## src/sv/assert_macros.svh

```systemverilog
// Assertion helpers included by the RTL file gaussian_blur_3x3.
`ifndef ASSERT_MACROS_SVH
`define ASSERT_MACROS_SVH

// Check a property on every rising clock edge outside reset.
`define ASSERT_CLK(lbl, prop, msg) \
  lbl: assert property (@(posedge clk_i) disable iff (!rst_ni) (prop)) else $error(msg);

// Check that a condition never holds.
`define ASSERT_NEVER(lbl, cond, msg) \
  `ASSERT_CLK(lbl, !(cond), msg)

`endif

```

## src/sv/gbl_pkg.sv

```systemverilog
`timescale 1ns / 1ps
`default_nettype none

package gbl_pkg;

  // Default geometry limits
  localparam int GBL_MAX_WIDTH  = 1024;
  localparam int GBL_PIXEL_BITS = 8;

  // Configuration port
  localparam int CFG_IDX_BITS    = 4;
  localparam int CFG_DATA_BITS   = 16;
  localparam int CFG_WIDTH_BITS  = 11;
  localparam int CFG_HEIGHT_BITS = 16;

  localparam logic [CFG_IDX_BITS-1:0] CFG_IMAGE_WIDTH  = 4'd0;
  localparam logic [CFG_IDX_BITS-1:0] CFG_IMAGE_HEIGHT = 4'd1;

  localparam logic [CFG_WIDTH_BITS-1:0]  RESET_WIDTH  = 11'd640;
  localparam logic [CFG_HEIGHT_BITS-1:0] RESET_HEIGHT = 16'd480;

  // Input item
  typedef struct packed {
    logic [7:0] pixel_in;
    logic       frame_start;
  } gbl_in_t;

  // Result item
  typedef struct packed {
    logic [7:0] pixel_out;
    logic       row_end;
    logic       frame_end;
  } gbl_out_t;

  // Per-item control carried alongside the line store read
  typedef struct packed {
    logic emit;
    logic row_end;
    logic frame_end;
  } gbl_ctrl_t;

endpackage

`default_nettype wire

```

## src/sv/gbl_out_fifo.sv

```systemverilog
`timescale 1ns / 1ps
`default_nettype none

module gbl_out_fifo (
  input  wire logic              clk_i,
  input  wire logic              rst_ni,
  input  wire logic              push_i,
  input  wire gbl_pkg::gbl_out_t data_i,
  input  wire logic              pop_i,
  output logic                   valid_o,
  output gbl_pkg::gbl_out_t      data_o,
  output logic [1:0]             level_o
);

  import gbl_pkg::*;

  gbl_out_t   ent_q [2];
  logic       wptr_q, rptr_q;
  logic [1:0] level_q;
  logic       pop;

  assign pop = pop_i && (level_q != 2'd0);

  // Store pushed items
  always_ff @(posedge clk_i) begin
    if (push_i) begin
      ent_q[wptr_q] <= data_i;
    end
  end

  // Advance pointers and track fill level
  always_ff @(posedge clk_i or negedge rst_ni) begin
    if (!rst_ni) begin
      wptr_q  <= 1'b0;
      rptr_q  <= 1'b0;
      level_q <= 2'd0;
    end else begin
      if (push_i) begin
        wptr_q <= !wptr_q;
      end
      if (pop) begin
        rptr_q <= !rptr_q;
      end
      level_q <= level_q + 2'(push_i) - 2'(pop);
    end
  end

  assign valid_o = (level_q != 2'd0);
  assign data_o  = ent_q[rptr_q];
  assign level_o = level_q;

endmodule

`default_nettype wire

```

## config.mk

```make
export PLATFORM = sky130hd
export DESIGN_NAME = gbl_out_fifo
export DESIGN_NICKNAME = d
export VERILOG_FILES = /design/src/sv/assert_macros.svh /design/src/sv/gbl_pkg.sv /design/src/sv/gbl_out_fifo.sv
export SDC_FILE = /design/constraint.sdc
export NUM_CORES = 1
export LEC_CHECK = 0
export BUFFER_PORTS_ARGS = -buffer_cell sky130_fd_sc_hd__buf_4
export CAP_MARGIN = 40
export CORE_MARGIN = 3
export CORE_UTILIZATION = 44
export DETAILED_ROUTE_END_ITERATION = 8
export PLACE_DENSITY = 0.75
export SLEW_MARGIN = 20
export SYNTH_ARGS = -nofsm -noshare
export SYNTH_HDL_FRONTEND = slang
export SYNTH_SLANG_ARGS = --single-unit
```

## constraint.sdc

```tcl
create_clock -name clk_i -period 1.4 [get_ports clk_i]
set_input_delay 0.28 -clock clk_i [delete_from_list [all_inputs] [get_ports clk_i]]
set_output_delay 0.28 -clock clk_i [all_outputs]
set_load 0.02 [all_outputs]
```

==> Word level (Yosys, flattened, before mapping) <==
Memory sizes are Yosys's and may differ from the RTL's.
Index checks and enable logic that the tools add are counted.
{ "totals": {"inputBits": 14, "ramBits": 20, "wordCells": 12, "out_inout_bits": 13, "ff_bits": 4, "mem_count": 1} }
{ "op_classes": {"addsub": 2, "muxes": 2, "n_reduce_logical": 4} }
{ "memory_table": {"columns": ["name", "words", "word_bits", "rd", "rd_ports_with_merged_regs", "wr", "line_no", "text"], "rows": [
  ["ent_q", 2, 10, 1, 0, 1, "gbl_out_fifo.sv:17", "gbl_out_t ent_q [2];"]
]} }
{ "op_table": {"columns": ["op", "count"], "rows": [
  ["$add A2 B1 Y2", 1],
  ["$logic_not A1 Y1", 2],
  ["$mux W1", 2],
  ["$reduce_bool A2 Y1", 1],
  ["$sub A2 B1 Y2", 1],
  ["$logic_and A1 B1 Y1", 1]
]} }

==> Depth between registers and ports, before layout <==
{ "logic_depth": {"ltp_word": 3, "ltp_mapped": 6, "mapped_depth_nobuf": 6} }

==> Worst setup path after synthesis <==
OpenSTA, ideal clock, no wires.
{ "synth_path": {"path_type": "reg-to-reg", "from": "register level_q[0], in the netlist level_o[0]", "to": "register level_q[1], in the netlist level_o[1]", "stages_incl_launch_ff": 7, "setup_time_ps": 123, "t_required_ps": 1277, "synth_period_minus_slack_ps": 1524, "path_slack_ps": -124, "t_arrival_ps": 1401, "path_cell_list": "dfrtp_1 -> o21a_1 -> ha_1 -> inv_1 -> ha_1 -> xnor2_1 -> xnor2_1"} }
{ "synth_via": {"elab_chain_len": 3, "word_cells_on_any_way": 4} }
{ "synth_lines": {"columns": ["item", "line_no", "text"], "rows": [
  ["start: declaration", "gbl_out_fifo.sv:19", "logic [1:0] level_q;"],
  ["start signal: assignment", "gbl_out_fifo.sv:44", "level_q <= level_q + 2'(push_i) - 2'(pop);"],
  ["$reduce_bool A2 Y1", "gbl_out_fifo.sv:22", "assign pop = pop_i && (level_q != 2'd0);"],
  ["$logic_and A1 B1 Y1", "gbl_out_fifo.sv:22", null],
  ["net pop", "gbl_out_fifo.sv:20", "logic pop;"],
  ["$sub A2 B1 Y2", "gbl_out_fifo.sv:44", null]
]} }
The timed path passes the listed nets, and every way through them passes these cells.
A chain may end at the register's enable or synchronous reset.

==> summary.md <==
| Metric | Value |
|---|---|
| Failing checks | `setup timing` |
| Clk_skew | `0.0101 ns` |
| Worst hold margin | `0.149 ns` |
| Worst r2r dst | `level_o[1]` |
| Clock power share | `10.3%` |
| Logic pwr share | `53.0%` |
| Sequential power share | `36.7%` |
| Leak | `0.594 nW` |
| Synth top area cells | `edfxtp_1 63%, mux2_4 14%, dfrtp_1 11%` |
| Core Rows | `16` |
| PD cells | `2060 nW/um^2` |
| Post-route cell area | `1390 sq um` |
| Die ar. | `2760 sq um` |
| CTS root buffer | `clkbuf_4` |
| Final Core Density | `69.4%` |
| Antenna diodes | `0` |
| First-pass GRT wire length | `2.46 mm` |
| Largest net degree at the start of global routing | `14` |
| CTS H-Tree Depth | `1` |
| Internal | `1.96 mW` |
| CTS tree | `done` |
| DRT iter0 DRCs | `4` |
| Req. time, crit path | `1.12 ns` |
| Clock Pin Slew Worst Setup and Hold Paths | `0.12 ns` |
| Number of max-cap violations | `0` |
| Crit path from | `rptr_q` |
| Max frequency | `0.624 GHz` |
| Fin crit share | `115%` |
| Post-DP HPWL | `1.12 mm` |
| R2r setup slk | `-0.07 ns` |
| Worst-path fanout max | `6` |
| Worst-margin pin slew | `0.155 ns` |
| Post-layout minimum cycle time | `1.60 ns` |
| Net Sw Frac | `31.6%` |
| Outcome | `finished, violations left` |
| Final WS setup | `-0.204 ns` |
| Final Setup Violations | `12` |
| Yosys top cell by area | `edfxtp_1` |
| TNS Setup | `-2.03 ns` |
| Worst IR drop on VDD | `1.29 mV` |
| Chip Width | `52.5 um` |
| Io pins | `27` |
| Final Hold Viols | `0` |
| Setup crit end | `data_o[0]` |
| DRT Wirelength | `1.60 mm` |
| Vias in the first global route | `537` |
| Antenna violations before repair | `0` |
| Post-Syn Instances | `47` |
| FF-to-FF Start | `level_o[0]` |
| Port Buffers | `26` |
| Worst setup SP type | `flop` |
| Clk Latency, worst-skew pair | `0.30 ns` |
| Vias | `535` |
| Wire per inst | `13.5 um` |
| Syn avg cell area | `20.3 sq um` |
| Relative slew slack | `89.6%` |
| Instance area after placement | `1240 sq um` |
| RePlAce Congestion | `0.567` |
| Layout cells sized above 1 | `64.8%` |
| Number of routed nets with antenna violations | `0` |
| Worst Path Arrival | `1.32 ns` |
| Register area share after synthesis | `73.6%` |
| Net Count, Synth | `63` |
| Worst setup path class | `flop to output port` |
| Synth cell types | `13` |
| Die height | `52.5 um` |
| Max Transition Viols Final | `0` |
| TritonRoute pass-1 iters | `2` |
| Worst Setup End Kind | `output port` |
| Clock Path Buffers | `2` |
| Vias/cell | `4.53` |
| Warnings, synthesis | `0` |
| Layout area overhead | `45.9%` |
| Synth Cell Area | `952 sq um` |
| RSZ-0062 raised after global routing | `true` |
| Sw Pwr | `0.905 mW` |
| Hold Crit Class | `input port to flop` |
| Final #Nets | `108` |
| Initial core utilization | `47.6%` |
| # DRC | `0` |
| All-Layer GR Usage | `13.0%` |
| Clock sink count | `24` |
| Total CTS buffers | `3` |
| Core area | `2000 sq um` |
| Top cell type's share of synthesized area | `63.1%` |
| Total gr overflow | `0` |
| R2R depth | `6` |
| Seq cells post-synth | `24` |
how the worst min path moves through the flow:
| stage | from | to | slack, ns | depth (start not counted) |
|---|---|---|---|---|
| after CTS | data_i[2] | ent_q[1][2] | 0.14 | 1 |
| after floorplan | rst_ni | level_o[0] | -0.02 | 0 |
| after detailed placement | rst_ni | wptr_q | 0.08 | 1 |
| final | data_i[2] | ent_q[1][2] | 0.15 | 1 |
| after global routing | data_i[9] | ent_q[1][9] | 0.14 | 1 |
| after global placement | rst_ni | rptr_q | 0.08 | 1 |
critical path, cell delays in order (launching register included):
cell and delay [ns]:
dfrtp_1 0.42, buf_6 0.16, mux2_4 0.31, buf_6 0.13
repair_timing:
action / 4_1_cts / 5_1_grt
resized for setup: 17 / 2
pin swaps: 3 / 4
setup endpoints to repair: 12 / 12
endpoints found under the hold margin: 4 / 0
hold buffers: 1 / 0
setup buffers: 2 / 3
routing by layer:
metal  track usage [%]  up-vias  share of wire (%)
met4              7.66        0               0.50
met1              14.3      254                 34
met5                 0        -                  0
met2              23.1       18                 59
li1                  -      261                  -
met3              1.99        2                6.6
sequential cells by signal (all words and copies together), names as in the netlist:
| register | flops |
|---|---|
| ent_q | 20 |
| level_o | 2 |
| rptr_q | 1 |
| wptr_q | 1 |
cells in the final DEF (no fill, tap or decap):
| master | n |
|---|---|
| edfxtp_1 | 20 |
| clkbuf_4 | 3 |
| xnor2_1 | 1 |
| inv_1 | 1 |
| dfrtp_2 | 2 |
| and2_1 | 1 |
| dlygate4sd3_1 | 1 |
| buf_6 | 14 |
| xnor2_2 | 1 |
| clkbuf_1 | 1 |
| xor2_1 | 2 |
| dfrtp_1 | 2 |
| o21a_1 | 1 |
| inv_2 | 1 |
| or2_4 | 1 |
| ha_1 | 1 |
| nor2b_1 | 1 |
| mux2_2 | 1 |
| ha_4 | 1 |
| mux2_4 | 9 |
| buf_4 | 26 |
cells in the mapped netlist, drive strengths merged:
| master | number |
|---|---|
| mux2 | 10 |
| inv | 2 |
| edfxtp | 20 |
| xor2 | 2 |
| or2 | 1 |
| o21a | 1 |
| dfrtp | 4 |
| xnor2 | 2 |
| buf | 1 |
| and2 | 1 |
| ha | 2 |
| nor2b | 1 |
power by group through the flow:
stage	combinational, mW	clock (mW)	sequential (mW)
6_report	1.52	0.295	1.05
3_5_place_dp	1.22	0	1.06
2_1_floorplan	0.697	0	1.09
3_3_place_gp	1.20	0	1.04
5_1_grt	1.63	0.334	1.08
4_1_cts	1.44	0.310	1.05
cells by family (layout without fill, tap and decap cells):
| kind of cell | count (synthesis) | count (layout) | synth area share (%) |
|---|---|---|---|
| compound gates | 1 | 1 | 0.789 |
| xor+xnor | 4 | 4 | 3.68 |
| fa+ha+maj | 2 | 2 | 2.63 |
| buf+inv | 3 | 47 | 1.97 |
| flops | 24 | 24 | 73.6 |
| mux | 10 | 10 | 15.4 |
| simple gates | 3 | 3 | 1.97 |
metrics by stage:
step / setup slack (ns) / std cells / power, mW
6_report: -0.204 / 118 / 2.86
5_1_grt: -0.274 / 118 / 3.04
4_1_cts: -0.227 / 115 / 2.80
3_5_place_dp: -0.0503 / 108 / 2.28
3_3_place_gp: -0.0118 / 108 / 2.24
2_1_floorplan: -0.0970 / 47 / 1.79
area by class of cell:
type | count | area (sq um)
clock buffers | 4 | 26.3
fillers | 140 | 613
inverters | 2 | 7.51
multi-input cells | 20 | 255
flip-flops and latches | 24 | 703
well taps | 27 | 33.8
repair buffers | 41 | 363
Power figures use the tool's default switching activity.
