`config.mk`:
```
export PLATFORM = sky130hd
export DESIGN_NAME = gbl_window
export DESIGN_NICKNAME = d
export VERILOG_FILES = /design/src/sv/assert_macros.svh /design/src/sv/gbl_pkg.sv /design/src/sv/gbl_window.sv
export SDC_FILE = /design/constraint.sdc
export NUM_CORES = 1
export LEC_CHECK = 0
export ABC_CLOCK_PERIOD_IN_PS = 6600
export BUFFER_PORTS_ARGS = -buffer_cell sky130_fd_sc_hd__buf_2
export CAP_MARGIN = 10
export CORE_MARGIN = 1.5
export CORE_UTILIZATION = 25
export CTS_CLUSTER_SIZE = 20
export DETAILED_ROUTE_END_ITERATION = 10
export GPL_ROUTABILITY_DRIVEN = 1
export PLACE_DENSITY = 0.48
export SLEW_MARGIN = 10
export SYNTH_ARGS = -nofsm -noshare
export SYNTH_HDL_FRONTEND = slang
export SYNTH_SLANG_ARGS = --single-unit
```
`constraint.sdc`:
```
create_clock -name clk_i -period 6.6 [get_ports clk_i]
set_input_delay 0.66 -clock clk_i [delete_from_list [all_inputs] [get_ports clk_i]]
set_output_delay 0.66 -clock clk_i [all_outputs]
set_load 0.01 [all_outputs]
```
`src/sv/assert_macros.svh`:
```
// Assertion helpers included by the RTL file gaussian_blur_3x3.
`ifndef ASSERT_MACROS_SVH
`define ASSERT_MACROS_SVH

// Check a property on every rising clock edge outside reset.
`define ASSERT_CLK(lbl, prop, msg) \
  lbl: assert property (@(posedge clk_i) disable iff (!rst_ni) (prop)) else $error(msg);

// Check that a condition never holds.
`define ASSERT_NEVER(lbl, cond, msg) \
  `ASSERT_CLK(lbl, !(cond), msg)

`endif

```
`src/sv/gbl_pkg.sv`:
```
`timescale 1ns / 1ps
`default_nettype none

package gbl_pkg;

  // Default geometry limits
  localparam int GBL_MAX_WIDTH  = 1024;
  localparam int GBL_PIXEL_BITS = 8;

  // Configuration port
  localparam int CFG_IDX_BITS    = 4;
  localparam int CFG_DATA_BITS   = 16;
  localparam int CFG_WIDTH_BITS  = 11;
  localparam int CFG_HEIGHT_BITS = 16;

  localparam logic [CFG_IDX_BITS-1:0] CFG_IMAGE_WIDTH  = 4'd0;
  localparam logic [CFG_IDX_BITS-1:0] CFG_IMAGE_HEIGHT = 4'd1;

  localparam logic [CFG_WIDTH_BITS-1:0]  RESET_WIDTH  = 11'd640;
  localparam logic [CFG_HEIGHT_BITS-1:0] RESET_HEIGHT = 16'd480;

  // Input item
  typedef struct packed {
    logic [7:0] pixel_in;
    logic       frame_start;
  } gbl_in_t;

  // Result item
  typedef struct packed {
    logic [7:0] pixel_out;
    logic       row_end;
    logic       frame_end;
  } gbl_out_t;

  // Per-item control carried alongside the line store read
  typedef struct packed {
    logic emit;
    logic row_end;
    logic frame_end;
  } gbl_ctrl_t;

endpackage

`default_nettype wire

```
`src/sv/gbl_window.sv`:
```
`timescale 1ns / 1ps
`default_nettype none

module gbl_window #(
  parameter int PIXEL_BITS = gbl_pkg::GBL_PIXEL_BITS
) (
  input  wire logic                  clk_i,
  input  wire logic                  rst_ni,
  input  wire logic                  valid_i,
  input  wire gbl_pkg::gbl_ctrl_t    ctrl_i,
  input  wire logic [PIXEL_BITS-1:0] top_i,
  input  wire logic [PIXEL_BITS-1:0] mid_i,
  input  wire logic [PIXEL_BITS-1:0] pix_i,
  output logic                       push_o,
  output gbl_pkg::gbl_out_t          data_o
);

  import gbl_pkg::*;

  localparam int SW = PIXEL_BITS + 4;

  // Columns c-2 (0..2) and c-1 (3..5), top to bottom
  logic [PIXEL_BITS-1:0] win_q [6];

  logic [SW-1:0]         col_top, col_mid, col_bot;
  logic [SW-1:0]         sum, rounded;
  logic [PIXEL_BITS-1:0] blurred;

  // Weight each row 1-2-1, then the rows 1-2-1
  always_comb begin
    col_top = SW'(win_q[0]) + (SW'(win_q[3]) << 1) + SW'(top_i);
    col_mid = SW'(win_q[1]) + (SW'(win_q[4]) << 1) + SW'(mid_i);
    col_bot = SW'(win_q[2]) + (SW'(win_q[5]) << 1) + SW'(pix_i);
    sum     = col_top + (col_mid << 1) + col_bot;
    rounded = sum + SW'(8);
    blurred = rounded[SW-1:4];
  end

  // Shift the window by one column per item
  always_ff @(posedge clk_i or negedge rst_ni) begin
    if (!rst_ni) begin
      for (int i = 0; i < 6; i++) begin
        win_q[i] <= '0;
      end
    end else if (valid_i) begin
      win_q[0] <= win_q[3];
      win_q[1] <= win_q[4];
      win_q[2] <= win_q[5];
      win_q[3] <= top_i;
      win_q[4] <= mid_i;
      win_q[5] <= pix_i;
    end
  end

  assign push_o           = valid_i && ctrl_i.emit;
  assign data_o.pixel_out = 8'(blurred);
  assign data_o.row_end   = ctrl_i.row_end;
  assign data_o.frame_end = ctrl_i.frame_end;

endmodule

`default_nettype wire

```
Yosys cells after proc, flatten, opt, wreduce, memory -nomap -nowiden
Cells that the tools add are included.
{"block": "word_totals", "reg_bits": 48, "in_bits": 30, "wordCells": 16}
{"block": "classes", "n_addsub": 9, "reduce_logical": 1}
{"operator": "adder 10 x 8 -> 11 bit", "count": 3}
{"operator": "adder 8 x 9 -> 10 bit", "count": 3}
{"operator": "adder 11 x 12 -> 12 bit", "count": 1}
{"operator": "adder 12 x 11 -> 12 bit", "count": 1}
{"operator": "adder 12 x 4 -> 12 bit (second input constant)", "count": 1}
{"operator": "logical AND 1 bit", "count": 1}

Logic depth before layout (Yosys ltp)
Gate-level depths: netlist (run 1).
{"block": "logic_depth", "word_depth": 5, "ltp_mapped": 18, "mapped_depth_nobuf": 18}

Worst setup path after synthesis (run 1)
No wires, ideal clock.
{"block": "synth_timing", "kind": "input -> output", "startpoint": "input port mid_i[1]", "endpoint": "output port data_o[9] (netlist bit)", "t_arrival_ps": 5706, "setup_slack_ps": 234, "path_stages": 18, "path_buffers": 0, "cell_sequence": "fa_1 > ha_1 > fa_1 > a21o_1 > a21oi_1 > o211ai_1 > xor2_1 > fa_1 > ha_1 > inv_1 > fa_1 > fa_1 > inv_1 > ha_1 > and3_2 > a221oi_4 > or4b_1 > o211ai_1"}
{"item": "from (decl)", "line_no": "gbl_window.sv:12", "source": "input wire logic [PIXEL_BITS-1:0] mid_i,"}
{"item": "to (decl)", "line_no": "gbl_window.sv:15", "source": "output gbl_pkg::gbl_out_t data_o"}

==> results.md, run 1 <==
- Family with the most delay on the worst path: adder cells
- Port Buffer Count: 36
- Tcrit/Tclk final: 0.9611
- DIE HEIGHT: 124.4 um
- Register area: 0.001201 mm2
- Mapped Cells: 302
- Diodes inserted: 0
- CP required: 5940 ps
- Ys flop type: dfrtp_1
- Filler Cell Count: 1534
- Ys async rst share: 1.000
- CP bufs+invs: 4
- Clock sinks: 48
- Post-Place Setup Slack: -160.1 ps
- Row cnt: 44
- Area of the multi-input gates: 0.002260 mm2
- All-layer global routing usage: 0.09129
- Largest register FFs: between 40 and 50
- Routed len/inst: 12.79 um
- Final Hold Fails: 0
- Max-cap violations: 0
- Clock root buffer: clkbuf_16
- Synth-to-Final Area Change: 16.02%
- Worst-skew pair later-pin latency: 290 ps
- Most common cell after layout, fill and taps aside: inv_1
- WP depth: 20
- Number of flops mapped to enable cells by yosys: 0
- First-pass GRT wire length: 11510 um
- Seq cells post-synth: 48
- Post-route minimum period: 6343 ps
- Core Box Area: roughly 0.014 mm2
- Placed insts: 519
- Yosys warnings: 0
- Clk_skew: 3.385 ps
- Crit path launch type: input port
- R2r setup slk: 5790 ps
- FF-to-FF path depth: 1
- CTS buffer count: 5
- CP endpoint: data_o[9]
- Routed via count: 2232
- FMAX: 157.6 MHz
- DIE AREA: between 0.015 and 0.02 mm2
- Final setup fails: 0
- Max Buffers Root-to-Sink: 2
- Slew Viols, Final: 0
- Slowest CP cell: fa_1
- Initial antenna violation count: 0
- Initial core utilization: 0.2547
- Crit path largest cell delay: 540 ps
- Hold Path Class: in -> async
- DRC: 0
- DR pass1 iterations: 4
- CP Capture Type: output pin
- Worst r2r dst: win_q[26]$_DFFE_PN0P_
- Post-synth cell types: 36
- Iteration-0 DRC Markers: 52
- Share of cells above drive strength 1: 0.2907
- Via density: 4.227
- Max H-tree Level: 2
- Most frequent cells in the layout: inv_1 (56), dfrtp_1 (48), fa_1 (45)
- Detailed Place HPWL: 5474 um
- Status: complete, no violations
- DIE WIDTH: ~120 um
- Cell area after synthesis: 0.003687 mm2
- Post-route ant nets: 0
- WS Path Type: in -> out
- Worst-margin pin slew: 662.8 ps
- Remaining global-route overflow: 0
- Most common cell on crit path: fa_1
- RSZ-0062 raised after global routing: false
- Worst rel slew slack: 0.5581
- # hold bufs at CTS: 0
- Post-route insts no fill: 528
- Post-synthesis average cell area: 12.21 um2
- Post-synth net total: 405
- Arrival time worst endpoint: 5680 ps
- Top Registers: win_q x48
- Final wirelength: 6751 um
- Critical Path Source: mid_i[1]
- Final net count: 447
- Reg clk slew, reported paths: approximately 60 ps
- Sequential fraction of the synthesis area: 0.3258
- R2r startpoint: win_q[2]$_DFFE_PN0P_
- Vias in the first global route: 2321
- CTS tree: yes
- Cell Chain, Critical Path: buf_2 > fa_1 > ha_2 > fa_2 > a21o_1 > a21oi_2 > o211ai_1 > xor2_1 > fa_1 > ha_1 > inv_2 > fa_1 > fa_1 > inv_1 > ha_4 > and3_4 > a221oi_4 > or4b_1 > o211ai_1 > buf_2
- CP max FO: 2
- Worst Setup Slack, final: 256.8 ps
- IO Pins: 41
- GP Congestion: 0.7008
- Largest net degree at the start of global routing: 55
- Largest Register: win_q
timing repair:
item	4_1_cts	5_1_grt
buffers inserted	1	1
endpoints found under the setup margin	1	1
hold endpoints to repair	0	0
pin swaps	4	10
gates resized for setup	2	5
final cells by class:
class	count	area share
clock buffers	6	0.03013
clock inverters	1	0.001170
inverters	57	0.05001
multi-input cells	189	0.5282
flip-flops and latches	48	0.2808
well taps	184	0.05382
repair buffers	43	0.05586
cell families (layout without fill, tap and decap cells):
kind of cell / count (synthesis) / after routing / share of synthesized area
adders and majority gates: 73 / 73 / 0.3414
buffers and inverters: 65 / 107 / 0.06820
DFF: 48 / 48 / 0.3258
muxes: 43 / 43 / 0.1313
AOI/OAI and AO/OA: 32 / 32 / 0.06176
and+or+nand+nor: 31 / 31 / 0.04785
xor gates and xnor gates: 10 / 10 / 0.02375
routing by layer:
| layer | vias up | GRT usage | part of all wire |
|---|---|---|---|
| met5 | - | 0 | 0 |
| met4 | 0 | 0.01420 | 0.0050 |
| met3 | 5 | 0.02320 | 0.030 |
| met2 | 25 | 0.1474 | 0.49 |
| met1 | 1125 | 0.1260 | 0.48 |
| li1 | 1077 | - | - |
cells in the mapped netlist (2+ instances only):
cell | instances | share of area
mux2_2 | 43 | 0.13
nor3_1 | 3 | 0.0041
o21a_1 | 2 | 0.0041
nor3b_1 | 4 | 0.0081
dfrtp_1 | 48 | 0.33
nand2_1 | 9 | 0.0092
inv_1 | 57 | 0.058
ha_1 | 27 | 0.092
o21ai_0 | 7 | 0.0095
fa_1 | 46 | 0.25
xnor2_1 | 7 | 0.017
clkbuf_1 | 2 | 0.0020
or3_1 | 2 | 0.0034
and3_1 | 3 | 0.0051
o211ai_1 | 3 | 0.0061
xor2_1 | 3 | 0.0071
buf_4 | 2 | 0.0041
and2_1 | 2 | 0.0034
buf_1 | 4 | 0.0041
a21oi_1 | 9 | 0.012
a21o_1 | 4 | 0.0081
through the flow:
| step | TNS [ps] | instance area, um2 | hold slack, ps | utilization |
|---|---|---|---|---|
| after floorplan | 0 | 3687 | 364.4 | - |
| after global placement | -140.4 | 4098 | 490.0 | 0.2830 |
| after detailed placement | -160.1 | 4098 | 492.2 | 0.2830 |
| after CTS | 0 | 4245 | 507.2 | 0.2932 |
| after global routing | 0 | 4278 | 440.7 | 0.2955 |
| final | 0 | 4278 | 386.6 | 0.2955 |
worst min path at each step:
stage / startpoint / end / depth (start not counted) / slack, ps
2_1_floorplan: rst_ni / win_q[0]$_DFFE_PN0P_ / 0 / 360
3_3_place_gp: win_q[40]$_DFFE_PN0P_ / win_q[40]$_DFFE_PN0P_ / 1 / 490
3_5_place_dp: win_q[40]$_DFFE_PN0P_ / win_q[40]$_DFFE_PN0P_ / 1 / 490
4_1_cts: win_q[40]$_DFFE_PN0P_ / win_q[40]$_DFFE_PN0P_ / 1 / 510
5_1_grt: rst_ni / win_q[2]$_DFFE_PN0P_ / 1 / 440
6_report: rst_ni / win_q[18]$_DFFE_PN0P_ / 1 / 390
Power of run 1 is not shown: default switching activity piles up to over one toggle a cycle in this logic, so the estimate is an artifact.
==> run 2, diff against run 1 <==
BUFFER_PORTS_ARGS = -buffer_cell sky130_fd_sc_hd__buf_4   (was -buffer_cell sky130_fd_sc_hd__buf_2)
==> results.md, run 2 (synthesis gave the netlist of run 1 again) <==
- Worst rel slew slack: 0.5771
- Final Hold Fails: 0
- DIE WIDTH: 124.4 um
- Post-route insts no fill: 529
- Status: complete, no violations
- Remaining global-route overflow: 0
- Via density: 4.250
- Max Buffers Root-to-Sink: 2
- Worst r2r dst: win_q[47]$_DFFE_PN0P_
- Crit path launch type: input port
- Family with the most delay on the worst path: adder cells
- Final setup fails: 0
- Hold Path Class: in -> async
- Most common cell after layout, fill and taps aside: inv_1
- Initial core utilization: 0.2547
- Worst-skew pair later-pin latency: 290 ps
- Routed len/inst: 12.60 um
- Most common cell on crit path: fa_1
- Max H-tree Level: 2
- Largest net degree at the start of global routing: between 50 and 60
- Top layer reached by signal wires: met4
- Setup_tns: 0 ps
- Largest Register: win_q
- Final net count: approximately 450
- Slew Viols, Final: 0
- Max-cap violations: 0
- FF-to-FF path depth: 1
- First-pass GRT wire length: 11360 um
- DRC: 0
- Top Registers: win_q x48
- Post-route minimum period: between 6000 and 7000 ps
- Largest register FFs: 48
- Post-route ant nets: 0
- Diodes inserted: 0
- Hold Slack: between 300 and 400 ps
- Arrival time worst endpoint: 5730 ps
- Total length of routed met3 wires: around 290 um
- Share of cells above drive strength 1: 0.2928
- Wire length on met2: ~3300 um
- # hold bufs at CTS: 0
- Most frequent cells in the layout: inv_1 (56), dfrtp_1 (48), fa_1 (45)
- Final wirelength: 6666 um
- All-layer global routing usage: 0.09062
- Met1 Wirelength: 3058 um
- GP Congestion: 0.6947
- Cell Chain, Critical Path: buf_4 > fa_1 > ha_2 > fa_2 > a21o_1 > a21oi_2 > o211ai_1 > xor2_1 > fa_1 > ha_1 > inv_1 > fa_1 > fa_1 > inv_2 > ha_4 > and3_4 > a221oi_4 > or4b_1 > o211ai_1 > buf_4
- CP bufs+invs: 4
- Vias in the first global route: ~2.3k
- CP required: about 5900 ps
- DIE AREA: between 0.015 and 0.02 mm2
- Reg clk slew, reported paths: 70 ps
- IO Pins: 41
- DR pass1 iterations: 4
- Routed via count: 2248
- Final Core Density: 0.3036
- R2r setup slk: 5790 ps
- CP Capture Type: output pin
- Clock root buffer: clkbuf_16
- Initial antenna violation count: 0
- Port Buffer Count: 36
- CTS buffer count: 5
- Tcrit/Tclk final: 0.9685
- R2r startpoint: win_q[23]$_DFFE_PN0P_
- DIE HEIGHT: 124.4 um
- CP max FO: 2
- Placed insts: 519
- Clock sinks: 48
- Core Box Area: about 0.014 mm2
- Row cnt: 44
- Synth-to-Final Area Change: 19.21%
- Crit path largest cell delay: between 500 and 600 ps
- Worst-margin pin slew: 634.3 ps
- WS Path Type: in -> out
- CTS tree: yes
- Detailed Place HPWL: 5379 um
- Slowest CP cell: fa_1
- Iteration-0 DRC Markers: 34
- Clk_skew: roughly 5.5 ps
- FMAX: 156.4 MHz
## run 2: worst max path at each step
stage          startpoint         to  slack [ps]  cells after the start
3_5_place_dp     mid_i[1]  data_o[9]        -160                     20
4_1_cts          mid_i[1]  data_o[9]          10                     20
5_1_grt          mid_i[1]  data_o[9]        -0.2                     20
6_report         mid_i[1]  data_o[9]         210                     20
3_3_place_gp     mid_i[1]  data_o[9]         -50                     20
2_1_floorplan    mid_i[1]  data_o[9]         230                     18
## run 2: stage by stage
stage	setup WS, ps	area [um2]
6_report	207.7	4395
5_1_grt	-0.2025	4395
4_1_cts	13.66	4372
3_3_place_gp	-47.93	4188
2_1_floorplan	233.5	3687
3_5_place_dp	-159.9	4188
## run 2: final cells by class
| cell class | count | area (um2) |
|---|---|---|
| inverter | 57 | 214.0 |
| timing repair buffer | 43 | 326.6 |
| clock buffer | 6 | 128.9 |
| fill | 1496 | 10080 |
| clock inverter | 2 | 35.03 |
| tap | 184 | 230.2 |
| multi-input combinational | 189 | 2260 |
| sequential | 48 | 1201 |
## run 2: timing repair
item	in CTS	in global routing
hold endpoints to repair	0	0
cloned	0	0
pin swaps	7	12
resized for setup	4	3
setup buffers	1	1
setup endpoints to repair	1	1
## run 2: per-layer routing
| metal | vias up | global-route usage |
|---|---|---|
| li1 | 1074 | - |
| met4 | 0 | 0.02028 |
| met5 | - | 0 |
| met2 | 31 | 0.1448 |
| met3 | 5 | 0.02706 |
| met1 | 1138 | 0.1213 |
Power of run 2 is left out for the same reason.
==> run 3, diff against run 2 <==
CORE_UTILIZATION = 40   (was 25)
PLACE_DENSITY = 0.66   (was 0.48)
==> results.md, run 3 (synthesis gave the netlist of run 1 again) <==
- Status: finished with violations
- Failing checks: DRC
- Core Box Area: 0.008806 mm2
- Post-route minimum period: 6414 ps
- # hold bufs at CTS: 0
- Share of cells above drive strength 1: 0.2878
- Via density: around 5.0
- Slew Viols, Final: 0
- Crit path launch type: input port
- CP max FO: 4
- Max-cap violations: 0
- FMAX: between 150 and 200 MHz
- Post-route ant nets: 0
- Hold Path Class: in -> async
- Worst-skew pair later-pin latency: 300 ps
- CP required: 5940 ps
- DRC: 2
- DIE AREA: about 0.01 mm2
- Post-route insts no fill: between 400 and 500
- WS Path Type: in -> out
- GP Congestion: 0.8412
- Arrival time worst endpoint: 5750 ps
- Largest net degree at the start of global routing: 55
- Clk_skew: between 6 and 7 ps
- Row cnt: 34
- RSZ-0062 raised after global routing: false
- Reg clk slew, reported paths: around 90 ps
- Final setup fails: 0
- Final Hold Fails: 0
- Initial core utilization: 0.4187
- Worst-margin pin slew: between 600 and 700 ps
- Worst rel slew slack: 0.5774
- Clock sinks: 48
- Most frequent cells in the layout: inv_1 (57), dfrtp_1 (48), fa_1 (45)
- CP Capture Type: output pin
- Diodes inserted: 0
- Top Registers: win_q x48
- Routed len/inst: 13.88 um
- All-layer global routing usage: 0.1393
- Largest register FFs: 48
- Initial antenna violation count: 0
- Clock root buffer: clkbuf_8
- Tcrit/Tclk final: 0.9718
- DIE WIDTH: between 90 and 100 um
- Placed insts: 443
- Iteration-0 DRC Markers: 35
- Routed via count: between 2k and 2.5k
- IO Pins: 41
- Vias in the first global route: 2301
- Final net count: 446
- Final wirelength: 6274 um
- Largest Register: win_q
- First-pass GRT wire length: 10940 um
- Max H-tree Level: 2
- Port Buffer Count: 36
- Max Buffers Root-to-Sink: 2
- CTS tree: yes
- Synth-to-Final Area Change: 14.18%
- CTS buffer count: 5
- Remaining global-route overflow: 0
- DIE HEIGHT: ~100 um
- Detailed Place HPWL: a little over 5000 um
- DR pass1 iterations: 7
- Most common cell after layout, fill and taps aside: inv_1
-- run 3: cell count changes in the layout (fill, tap and decap cells not counted) --
cell / previous run / this run
clkinvlp_4: 0 / 2
ha_1: 25 / 26
clkinv_2: 1 / 0
clkbuf_8: 0 / 6
ha_4: 1 / 0
inv_2: 1 / 0
clkbuf_1: 1 / 0
buf_6: 1 / 0
inv_1: 56 / 57
bufinv_16: 1 / 0
clkbuf_16: 5 / 0
-- run 3: layout make-up --
class	count	area [um2]
fill	791	4596
multi-input combinational	189	2247
sequential	48	1201
timing repair buffer	42	315.3
inverter	57	214.0
tap	108	135.1
clock buffer	6	82.58
clock inverter	2	15.01
-- run 3: routing by layer --
metal | routed length, um | up-vias | track usage
met2 | 3301 | 37 | 0.2371
met3 | 193 | 5 | 0.02482
met5 | 0 | - | 0
met4 | 32 | 0 | 0.02418
met1 | 2747 | 1126 | 0.1897
li1 | - | 1073 | -
-- run 3: worst paths after layout --
| kind | from | endpoint | slack [ps] | depth (start not counted) |
|---|---|---|---|---|
| setup reg to reg | win_q[21]$_DFFE_PN0P_ | win_q[45]$_DFFE_PN0P_ | 5780 | 1 |
| max in group asynchronous | rst_ni | win_q[46]$_DFFE_PN0P_ | 5810 | 1 |
| min in group clk_i | win_q[40]$_DFFE_PN0P_ | win_q[40]$_DFFE_PN0P_ | 510 | 1 |
| hold reg to reg | win_q[40]$_DFFE_PN0P_ | win_q[40]$_DFFE_PN0P_ | 510 | 1 |
| setup / recovery | mid_i[1] | data_o[9] | 190 | 20 |
| hold / removal | rst_ni | win_q[24]$_DFFE_PN0P_ | 360 | 1 |
-- run 3: through the flow --
step | cell area (um2) | TNS (ps) | hold WS [ps] | util | setup slack, ps
after detailed placement | 4093 | -37.03 | 492.8 | 0.4648 | -37.03
after CTS | 4197 | 0 | 383.2 | 0.4766 | 23.43
after floorplan | 3687 | 0 | 364.4 | - | 233.5
final | 4210 | 0 | 358.5 | 0.4781 | 186.1
after global routing | 4210 | 0 | 404.5 | 0.4781 | 2.158
after global placement | 4093 | -0.6319 | 481.3 | 0.4648 | -0.6319
-- run 3: worst max-delay path, stage by stage --
cell and delay (ps):
buf_4 120, fa_1 480, ha_2 200, fa_2 340, a21o_1 180, a21oi_2 140, o211ai_1 120, xor2_1 180
fa_1 490, ha_1 290, inv_1 50, fa_1 490, fa_1 540, inv_1 40, ha_1 300, buf_4 160
a221oi_4 260, or4b_1 470, o211ai_1 110, buf_4 150
-- run 3: timing repair --
action                                  in CTS  in global routing
buffers inserted                             0                  1
pin swaps                                    3                  5
resized for setup                            2                  2
endpoints found under the setup margin       1                  1
endpoints found under the hold margin        0                  0
cloned                                       0                  0
Power of run 3 is left out for the same reason.
